File: src/rtl/core/bwlf_pkg.sv
// Shared types and constants for the boundary wire line follower.
// Used by bwlf_step and boundary_wire_line_follower_unit; no dependencies.
package bwlf_pkg;

    // Follow modes, one-hot
    typedef enum logic [5:0] {
        MODE_IDLE     = 6'b000001,
        MODE_START    = 6'b000010,
        MODE_FINDDIR  = 6'b000100,
        MODE_GOTOLINE = 6'b001000,
        MODE_FINDLINE = 6'b010000,
        MODE_TRACE    = 6'b100000
    } t_mode;

    // Mode codes as reported in the result word
    localparam logic [2:0] MODE_CODE_IDLE     = 3'd0;
    localparam logic [2:0] MODE_CODE_START    = 3'd1;
    localparam logic [2:0] MODE_CODE_FINDDIR  = 3'd2;
    localparam logic [2:0] MODE_CODE_GOTOLINE = 3'd3;
    localparam logic [2:0] MODE_CODE_FINDLINE = 3'd4;
    localparam logic [2:0] MODE_CODE_TRACE    = 3'd5;

    typedef logic [1:0] t_side;
    localparam t_side SIDE_MISSING = 2'd0;
    localparam t_side SIDE_INSIDE  = 2'd1;
    localparam t_side SIDE_OUTSIDE = 2'd2;

    typedef logic [2:0] t_orient;
    localparam t_orient OR_NONE    = 3'd0;
    localparam t_orient OR_NORMAL  = 3'd1;
    localparam t_orient OR_LHIGH   = 3'd2;
    localparam t_orient OR_LLOW    = 3'd3;
    localparam t_orient OR_ALIGNED = 3'd4;
    localparam t_orient OR_REVERSE = 3'd5;

    // Register indexes (byte address / 4)
    localparam logic [1:0] REG_TARGET_SPEED     = 2'd0;
    localparam logic [1:0] REG_LINE_DIRECTION   = 2'd1;
    localparam logic [1:0] REG_DETECT_THRESHOLD = 2'd2;

    localparam logic [15:0] THRESHOLD_RESET = 16'd1000;

    // floor(t/10) = (t * 52429) >> 19 and floor(t/5) = (t * 52429) >> 18, exact for 15-bit t
    localparam logic [15:0] RECIP_MUL = 16'd52429;

    typedef struct packed {
        logic [14:0] speed;
        logic [14:0] tenth;
        logic [14:0] fifth;
        logic        reverse;
        logic [15:0] threshold;
    } t_cfg;

    typedef struct packed {
        t_mode              mode;
        t_side              last_left;
        t_side              last_right;
        logic signed [15:0] angle;
        logic        [14:0] line;
        logic               lost;
    } t_state;

    function automatic logic [2:0] mode_code(input t_mode m);
        logic [2:0] c;
        case (m)
            MODE_START:    c = MODE_CODE_START;
            MODE_FINDDIR:  c = MODE_CODE_FINDDIR;
            MODE_GOTOLINE: c = MODE_CODE_GOTOLINE;
            MODE_FINDLINE: c = MODE_CODE_FINDLINE;
            MODE_TRACE:    c = MODE_CODE_TRACE;
            default:       c = MODE_CODE_IDLE;
        endcase
        return c;
    endfunction

endpackage

File: src/rtl/core/bwlf_step.sv
// Next-state logic for one sample word: coil classification, orientation
// and follow-mode update. Purely combinational; depends on bwlf_pkg.
module bwlf_step #(
    parameter int READING_BITS = 17
) (
    input  bwlf_pkg::t_cfg                i_cfg,
    input  bwlf_pkg::t_state              i_state,
    input  logic                          i_command,
    input  logic signed [READING_BITS-1:0] i_left_raw,
    input  logic signed [READING_BITS-1:0] i_right_raw,
    output bwlf_pkg::t_state              o_state,
    output bwlf_pkg::t_orient             o_orient
);

    localparam int RB = READING_BITS;
    localparam int CW = (RB > 16) ? RB : 16;
    localparam int PW = RB + 4;

    logic [RB-1:0]      w_l_mag, w_r_mag;
    bwlf_pkg::t_side    w_sl, w_sr;
    logic [PW-1:0]      w_l10, w_l11, w_r10, w_r11;
    logic               w_normal, w_l_gt, w_l_lt;
    bwlf_pkg::t_orient  w_or;
    logic signed [15:0] w_t, w_t10, w_t5;
    logic               w_ccw;

    // Magnitude of each reading is used for the threshold: a positive raw value is outside.
    assign w_l_mag = i_left_raw[RB-1]  ? RB'(~i_left_raw + 1'b1)  : RB'(i_left_raw);
    assign w_r_mag = i_right_raw[RB-1] ? RB'(~i_right_raw + 1'b1) : RB'(i_right_raw);

    always_comb begin
        if (CW'(w_l_mag) < CW'(i_cfg.threshold)) begin
            w_sl = bwlf_pkg::SIDE_MISSING;
        end else if (i_left_raw[RB-1] || (i_left_raw == '0)) begin
            w_sl = bwlf_pkg::SIDE_INSIDE;
        end else begin
            w_sl = bwlf_pkg::SIDE_OUTSIDE;
        end
        if (CW'(w_r_mag) < CW'(i_cfg.threshold)) begin
            w_sr = bwlf_pkg::SIDE_MISSING;
        end else if (i_right_raw[RB-1] || (i_right_raw == '0)) begin
            w_sr = bwlf_pkg::SIDE_INSIDE;
        end else begin
            w_sr = bwlf_pkg::SIDE_OUTSIDE;
        end
    end

    // 10x and 11x by shift-add for the 10% margin test
    assign w_l10 = (PW'(w_l_mag) << 3) + (PW'(w_l_mag) << 1);
    assign w_l11 = w_l10 + PW'(w_l_mag);
    assign w_r10 = (PW'(w_r_mag) << 3) + (PW'(w_r_mag) << 1);
    assign w_r11 = w_r10 + PW'(w_r_mag);
    assign w_normal = (w_l10 < w_r11) && (w_r10 < w_l11);
    assign w_l_gt = w_l_mag > w_r_mag;
    assign w_l_lt = w_l_mag < w_r_mag;

    always_comb begin
        if (w_sl == w_sr) begin
            if (w_normal) begin
                w_or = bwlf_pkg::OR_NORMAL;
            end else begin
                w_or = w_l_gt ? bwlf_pkg::OR_LHIGH : bwlf_pkg::OR_LLOW;
            end
        end else if ((w_sl == bwlf_pkg::SIDE_INSIDE) ^ i_cfg.reverse) begin
            w_or = bwlf_pkg::OR_ALIGNED;
        end else begin
            w_or = bwlf_pkg::OR_REVERSE;
        end
    end

    assign w_t   = $signed({1'b0, i_cfg.speed});
    assign w_t10 = $signed({1'b0, i_cfg.tenth});
    assign w_t5  = $signed({1'b0, i_cfg.fifth});
    assign w_ccw = (w_sl == bwlf_pkg::SIDE_OUTSIDE) ^ i_cfg.reverse;

    always_comb begin
        o_state  = i_state;
        o_orient = bwlf_pkg::OR_NONE;
        if (i_command) begin
            o_state.mode = bwlf_pkg::MODE_START;
        end else if ((w_sl == bwlf_pkg::SIDE_MISSING) || (w_sr == bwlf_pkg::SIDE_MISSING)) begin
            o_state.lost = 1'b1;
        end else begin
            o_orient = w_or;
            case (i_state.mode)
                bwlf_pkg::MODE_START: begin
                    if (w_or == bwlf_pkg::OR_NORMAL) begin
                        o_state.last_left  = w_sl;
                        o_state.last_right = w_sr;
                        o_state.mode       = bwlf_pkg::MODE_GOTOLINE;
                    end else if ((w_or == bwlf_pkg::OR_LHIGH) || (w_or == bwlf_pkg::OR_LLOW)) begin
                        o_state.mode = bwlf_pkg::MODE_FINDDIR;
                    end else if (w_or == bwlf_pkg::OR_ALIGNED) begin
                        o_state.mode = bwlf_pkg::MODE_TRACE;
                    end else begin
                        o_state.mode = bwlf_pkg::MODE_FINDLINE;
                    end
                    o_state.angle = '0;
                    o_state.line  = '0;
                end
                bwlf_pkg::MODE_FINDDIR, bwlf_pkg::MODE_FINDLINE: begin
                    o_state.line = '0;
                    if (w_or == bwlf_pkg::OR_LHIGH) begin
                        o_state.angle = w_t;
                    end else if (w_or == bwlf_pkg::OR_LLOW) begin
                        o_state.angle = -w_t;
                    end else begin
                        o_state.mode  = bwlf_pkg::MODE_START;
                        o_state.angle = '0;
                    end
                end
                bwlf_pkg::MODE_GOTOLINE: begin
                    if ((i_state.last_left != w_sl) || (i_state.last_right != w_sr)
                        || (w_sl != w_sr)) begin
                        o_state.mode = (w_or == bwlf_pkg::OR_ALIGNED) ?
                                       bwlf_pkg::MODE_TRACE : bwlf_pkg::MODE_FINDLINE;
                    end
                    // equal magnitudes keep the previous turn
                    if (w_l_gt) begin
                        o_state.angle = w_t10;
                    end else if (w_l_lt) begin
                        o_state.angle = -w_t10;
                    end
                    o_state.line       = i_cfg.speed;
                    o_state.last_left  = w_sl;
                    o_state.last_right = w_sr;
                end
                bwlf_pkg::MODE_TRACE: begin
                    if (w_sl == w_sr) begin
                        o_state.angle = w_ccw ? w_t : -w_t;
                    end else if (w_l_lt) begin
                        o_state.angle = -w_t5;
                    end else if (w_l_gt) begin
                        o_state.angle = w_t5;
                    end else begin
                        o_state.angle = '0;
                    end
                    o_state.line = i_cfg.speed;
                end
                default: begin
                    o_state.angle = '0;
                    o_state.line  = '0;
                end
            endcase
        end
    end

endmodule

File: src/rtl/core/boundary_wire_line_follower_unit.sv
// Top level of the boundary wire line follower: stream ports, APB register
// file, input and result registers. Depends on bwlf_pkg and bwlf_step.

// One sample word in, one result word out. A word is taken every cycle
// when the output side keeps up. Each word goes into the input register at
// the input handshake edge and moves on into the result register, where
// the result is valid. Mode and held speeds are updated as a word moves
// from the input register to the result register, which is what sets the
// one-word-per-cycle rate. A stalled output holds one word in each
// register before s_axis tready drops. Registers may only be written
// while no word is in flight.
module boundary_wire_line_follower_unit #(
    parameter int READING_BITS = 17
) (
    input  logic                  i_clk,
    input  logic                  i_rst_n,
    // input stream
    input  logic                  i_s_axis_tvalid,
    output logic                  o_s_axis_tready,
    // tdata: left_raw [RB-1:0], right_raw [2*RB-1:RB], zero padding above
    input  logic [((2*READING_BITS+7)/8)*8-1:0] i_s_axis_tdata,
    // tuser: command (0 sample, 1 start)
    input  logic                  i_s_axis_tuser,
    // result stream
    output logic                  o_m_axis_tvalid,
    input  logic                  i_m_axis_tready,
    // tdata: angle_speed [15:0], line_speed [30:16], left_motor [47:31],
    // right_motor [64:48], mode [67:65], orientation [70:68], no_line_error [71]
    output logic [71:0]           o_m_axis_tdata,
    // register port
    input  logic                  psel,
    input  logic                  penable,
    input  logic                  pwrite,
    input  logic [3:0]            paddr,
    input  logic [31:0]           pwdata,
    output logic [31:0]           prdata,
    output logic                  pready
);

    localparam int RB = READING_BITS;

    bwlf_pkg::t_cfg    r_cfg;
    bwlf_pkg::t_state  r_state, n_state;
    bwlf_pkg::t_orient w_orient;

    logic                 r_in_valid;
    logic                 r_in_cmd;
    logic signed [RB-1:0] r_in_left, r_in_right;
    logic                 r_out_valid;
    logic [71:0]          r_out_data;

    logic        w_out_adv;
    logic        w_cfg_wr;
    logic [30:0] w_recip;
    logic signed [16:0] w_left_motor, w_right_motor;

    // ---------------- register port ----------------
    assign pready   = 1'b1;
    assign w_cfg_wr = psel && penable && pwrite && pready;
    assign w_recip  = 31'(pwdata[14:0]) * 31'(bwlf_pkg::RECIP_MUL);

    always_ff @(posedge i_clk) begin
        if (!i_rst_n) begin
            r_cfg.speed     <= '0;
            r_cfg.tenth     <= '0;
            r_cfg.fifth     <= '0;
            r_cfg.reverse   <= 1'b0;
            r_cfg.threshold <= bwlf_pkg::THRESHOLD_RESET;
        end else if (w_cfg_wr) begin
            case (paddr[3:2])
                bwlf_pkg::REG_TARGET_SPEED: begin
                    r_cfg.speed <= pwdata[14:0];
                    // scaled speeds precomputed here, out of the sample path
                    r_cfg.tenth <= 15'(w_recip[30:19]);
                    r_cfg.fifth <= 15'(w_recip[30:18]);
                end
                bwlf_pkg::REG_LINE_DIRECTION:   r_cfg.reverse   <= pwdata[0];
                bwlf_pkg::REG_DETECT_THRESHOLD: r_cfg.threshold <= pwdata[15:0];
                default: ;
            endcase
        end
    end

    always_comb begin
        case (paddr[3:2])
            bwlf_pkg::REG_TARGET_SPEED:     prdata = {17'd0, r_cfg.speed};
            bwlf_pkg::REG_LINE_DIRECTION:   prdata = {31'd0, r_cfg.reverse};
            bwlf_pkg::REG_DETECT_THRESHOLD: prdata = {16'd0, r_cfg.threshold};
            default:                        prdata = '0;
        endcase
    end

    // ---------------- data path ----------------
    assign w_out_adv       = !r_out_valid || i_m_axis_tready;
    assign o_s_axis_tready = !r_in_valid || w_out_adv;
    assign o_m_axis_tvalid = r_out_valid;
    assign o_m_axis_tdata  = r_out_data;

    bwlf_step #(
        .READING_BITS (RB)
    ) u_step (
        .i_cfg       (r_cfg),
        .i_state     (r_state),
        .i_command   (r_in_cmd),
        .i_left_raw  (r_in_left),
        .i_right_raw (r_in_right),
        .o_state     (n_state),
        .o_orient    (w_orient)
    );

    assign w_left_motor  = $signed({2'b00, n_state.line}) + 17'(n_state.angle);
    assign w_right_motor = $signed({2'b00, n_state.line}) - 17'(n_state.angle);

    always_ff @(posedge i_clk) begin
        if (!i_rst_n) begin
            r_in_valid       <= 1'b0;
            r_out_valid      <= 1'b0;
            r_state.mode       <= bwlf_pkg::MODE_IDLE;
            r_state.last_left  <= bwlf_pkg::SIDE_MISSING;
            r_state.last_right <= bwlf_pkg::SIDE_MISSING;
            r_state.angle      <= '0;
            r_state.line       <= '0;
            r_state.lost       <= 1'b0;
        end else begin
            if (o_s_axis_tready) begin
                r_in_valid <= i_s_axis_tvalid;
            end
            if (w_out_adv) begin
                r_out_valid <= r_in_valid;
                if (r_in_valid) begin
                    r_state <= n_state;
                end
            end
        end
    end

    always_ff @(posedge i_clk) begin
        if (o_s_axis_tready && i_s_axis_tvalid) begin
            r_in_cmd   <= i_s_axis_tuser;
            r_in_left  <= i_s_axis_tdata[RB-1:0];
            r_in_right <= i_s_axis_tdata[2*RB-1:RB];
        end
        if (w_out_adv && r_in_valid) begin
            r_out_data <= {n_state.lost, w_orient, bwlf_pkg::mode_code(n_state.mode),
                           w_right_motor, w_left_motor, n_state.line, n_state.angle};
        end
    end

endmodule
File: config.mk
export PLATFORM = sky130hd
export DESIGN_NAME = boundary_wire_line_follower_unit
export DESIGN_NICKNAME = d
export VERILOG_FILES = /design/src/rtl/core/bwlf_pkg.sv /design/src/rtl/core/bwlf_step.sv /design/src/rtl/core/boundary_wire_line_follower_unit.sv
export SDC_FILE = /design/constraint.sdc
export NUM_CORES = 1
export LEC_CHECK = 0
export BUFFER_PORTS_ARGS = -buffer_cell sky130_fd_sc_hd__buf_4
export CORE_MARGIN = 2
export CORE_UTILIZATION = 60
export CTS_CLUSTER_DIAMETER = 60
export DETAILED_ROUTE_END_ITERATION = 12
export PLACE_DENSITY = 0.8
export SLEW_MARGIN = 20
export SYNTH_ARGS = -nofsm -noshare
export SYNTH_HDL_FRONTEND = slang
export SYNTH_SLANG_ARGS = --single-unit
File: constraint.sdc
create_clock -name i_clk -period 12 [get_ports i_clk]
set_input_delay 0.6 -clock i_clk [delete_from_list [all_inputs] [get_ports i_clk]]
set_output_delay 0.6 -clock i_clk [all_outputs]
set_load 0.01 [all_outputs]
==> summary.md <==
| Metric | Value |
|---|---|
| Compound-gate portion of the synthesized area | `20.85%` |
| Total wire length | `55.11 mm` |
| Largest net degree at the start of global routing | `between 90 and 100` |
| Final Net Count | `2918` |
| Yosys warning total | `0` |
| Clk buf depth | `2` |
| Die width | `approximately 190 µm` |
| Asr flop ratio synth | `0%` |
| Routed vias | `18.21k` |
| Row count | `68` |
| Slowest-stage cell, CP | `a2111oi_0` |
| Final setup fails | `0` |
| Crit start category | `flip-flop` |
| CTS root buf | `clkbuf_16` |
| Flop pwr share | `21.7%` |
| Post-route DRC violation count | `0` |
| Top cell type's share of synthesized area | `between 10% and 20%` |
| CTS Buf Count | `17` |
| Worst slew pin tran | `between 900 and 1000 ps` |
| Layout cell share with drive strength beyond 1 | `12.29%` |
| Clk pwr share | `16.1%` |
| #FFs+latches synth | `about 200` |
| Die Ht | `190.7 µm` |
| Worst Skew | `18.88 ps` |
| Critical path type | `flip-flop to flip-flop` |
| Syn avg cell area | `8.710 µm²` |
| Wirelength per Cell | `18.56 µm` |
| Period utilization | `roughly 94%` |
| Antenna Diode Count | `0` |
| Max_slew headroom | `36.05%` |
| Area contributors post-synth | `ha_1 (16%), edfxtp_1 (15%), dfxtp_1 (8.5%)` |
| Post-synth EDFFs | `~110` |
| FF-to-FF setup slack | `between 700 and 800 ps` |
| Post-Syn Instances | `2400` |
| Setup ws final | `approximately 700 ps` |
| CTS tree | `built` |
| Post-synthesis simple-gate area fraction | `16.06%` |
| Clock transition at path regs | `80 ps` |
| GRT Overall Usage | `a little over 30%` |
| Die area | `roughly 0.036 mm²` |
| Top_reg_cell synth | `edfxtp_1` |
| Yosys top cell by area | `ha_1` |
| Hold Violations, Final | `0` |
| Largest family of logic cells by synthesized area | `adder cells` |
| Clk_lat worst skew | `about 470 ps` |
| Number of global-route vias before repair | `17.46k` |
| Initial antenna violation count | `1` |
| First-pass GRT wire length | `89.55 mm` |
| Hold Path Class | `primary input to flip-flop` |
| Count of cell types in the netlist | `108` |
| Sequential area share after synthesis | `roughly a quarter` |
| Pre-CTS WS | `591.5 ps` |
| Status | `finished, final reports clean` |
| CP most frequent cell | `o21ai_0` |
| Fin Setup TNS | `0 ps` |
| Initial Utilization | `60.67%` |
| P_int | `0.002002 W` |
| Core box area | `between 0.03 and 0.04 mm²` |
| I/O Buffers | `149` |
| Proportion of synthesized area in mux cells | `2.220%` |
| GRT overflow | `0` |
| H-tree levels | `4` |
| Switching Fraction | `44.20%` |
| Synth Area in Adders | `22.60%` |
| Peak supply drop | `~0.12 mV` |
| Fmax achieved | `a little under 0.09 GHz` |
| I/O pins | `191` |
| Design Area, Final | `about 0.023 mm²` |
| P&R area growth vs syn | `9.989%` |
| RSZ-0062 raised after global routing | `no` |
| Fin crit period | `11300 ps` |
| Mapped Area | `roughly 0.021 mm²` |
| Comb power frac | `62.1%` |
| LEAKAGE | `10.09 nW` |
| Pwr Density | `156.0 mW/mm²` |
| Crit end category | `flip-flop` |
| DRT iter0 DRCs | `1255` |
| Xor and xnor area share after synthesis | `7.906%` |
| ANT nets after route | `0` |
| Placer Congestion | `0.9499` |
| Post-DP HPWL | `43.68 mm` |
| Placed inst area | `about 0.022 mm²` |
| Max-slew violation count | `0` |
| R2r startpoint | `r_in_right[0]` |
| CP Max Fanout | `8` |
| Sw power | `around 0.0016 W` |
| Vias per inst | `6.134` |
| Crit path largest cell delay | `500 ps` |
| Worst R2R End | `o_m_axis_tdata[47]` |
| Worst hold start | `i_s_axis_tdata[31]` |
| Worst Path Required | `12280 ps` |
| WP data arrival | `around 12000 ps` |
| FF-to-FF path depth | `46` |
| WHS Endpoint | `r_in_right[14]` |
| Router iterations before antenna repair | `5` |
| Cell count of the worst hold path | `1` |
| Max-cap viol count | `0` |
| Clock Sinks | `195` |
-- state kept, by name, indices dropped and copies added (netlist names) --
register         count
o_m_axis_tdata      71
r_in_cmd             1
r_state             42
r_cfg               45
o_m_axis_tvalid      1
r_in_valid           1
r_in_left           17
r_in_right          17
-- Yosys cell counts, types with 15 or more instances --
master    number
ha_1         268
nand2_1      229
inv_1        189
a21oi_1      154
nor2_1       133
xnor2_1      126
o21ai_0      107
edfxtp_1     106
dfxtp_1       89
clkbuf_1      79
fa_1          65
nor3_1        59
xor2_1        52
nand3_1       47
a21o_1        41
mux2i_1       39
nand2b_1      37
o211ai_1      31
o21a_1        30
or3_1         29
a211oi_1      28
nor2b_1       23
nand4_1       21
buf_4         20
a31oi_1       19
buf_2         16
o31ai_1       16
a211o_1       15
-- cell usage in the layout (no fill, tap or decap), types with 19 or more instances in the layout --
cell type  instances
a31oi_1           19
mux2i_1           39
a21o_1            41
xor2_1            52
inv_1            188
a21oi_1          153
edfxtp_1         106
nand2b_1          37
o21a_1            30
nand2_1          229
buf_4            194
xnor2_1          124
ha_1             268
nor3_1            58
nor2_1           132
or3_1             29
fa_1              65
a211oi_1          27
dfxtp_1           89
nand4_1           21
nand3_1           47
o21ai_0          107
o211ai_1          31
nor2b_1           23
-- layer usage --
metal	track usage [%]	wire, µm	vias to the layer above
met5	0	0	-
met4	10.76	1584	0
met3	3.147	2929	88
met2	51.82	26190	583
met1	40.87	24400	8711
li1	-	-	8829
-- per-stage QoR --
stage | power [W] | hold slack, ps | util [%] | cells
6_report | 0.003587 | 305.3 | 66.73 | 2969
5_1_grt | 0.003903 | 296.8 | 66.73 | 2969
4_1_cts | 0.003558 | 296.8 | 66.44 | 2961
3_5_place_dp | 0.002966 | 450.3 | 64.78 | 2929
3_3_place_gp | 0.002877 | 442.1 | 64.78 | 2929
2_1_floorplan | 0.002456 | 436.6 | - | 2415
-- power by group through the flow --
stage | registers (W) | logic [W] | clock network, W
floorplan | 0.000788 | 0.00167 | 0
global placement | 0.000792 | 0.00208 | 0
detailed placement | 0.000794 | 0.00217 | 0
CTS | 0.000779 | 0.00220 | 0.000582
global route | 0.000783 | 0.00251 | 0.000610
finish | 0.000779 | 0.00223 | 0.000578
-- critical path, delay by kind of cell, from the launching register on --
family          cells  cell delay [ps]
compound gates     23             5610
simple gates       11             2130
fa+ha+maj           6             1880
buf+inv             3              500
flops               1              480
xor+xnor            3              480
-- repair_timing --
item                       CTS  global route
buffers inserted             0             8
resized for setup            0             5
setup endpoints to repair    0             6
hold buffers                 0             0
-- kinds of logic after synthesis --
group / count (synthesis)
and+or+nand+nor: 683
DFF: 195
adders and majority gates: 340
buffers and inverters: 327
xor gates and xnor gates: 183
other: 2
muxes: 45
AOI/OAI and AO/OA: 625
-- how the worst max path moves through the flow --
| stage | start | endpoint | slack (ps) | cells past startpoint |
|---|---|---|---|---|
| 2_1_floorplan | r_in_right[16] | o_m_axis_tdata[63] | 2080 | 43 |
| 3_3_place_gp | r_in_right[0] | o_m_axis_tdata[63] | 950 | 42 |
| 3_5_place_dp | r_in_right[0] | o_m_axis_tdata[47] | 590 | 43 |
| 4_1_cts | r_in_right[0] | o_m_axis_tdata[47] | 420 | 43 |
| 5_1_grt | r_in_right[4] | o_m_axis_tdata[47] | 20 | 46 |
| 6_report | r_in_right[0] | o_m_axis_tdata[47] | 700 | 46 |
-- layout make-up --
cell class,count,area (µm²)
Inverter,199,748.2
Tap cell,455,569.3
Fill cell,2824,11460
Clock buffer,19,432.9
Timing Repair Buffer,195,1468
Clock inverter,13,140.1
Sequential cell,195,4965
Multi-Input combinational cell,1893,14670
Note: power is estimated with default switching activity, not from simulation.
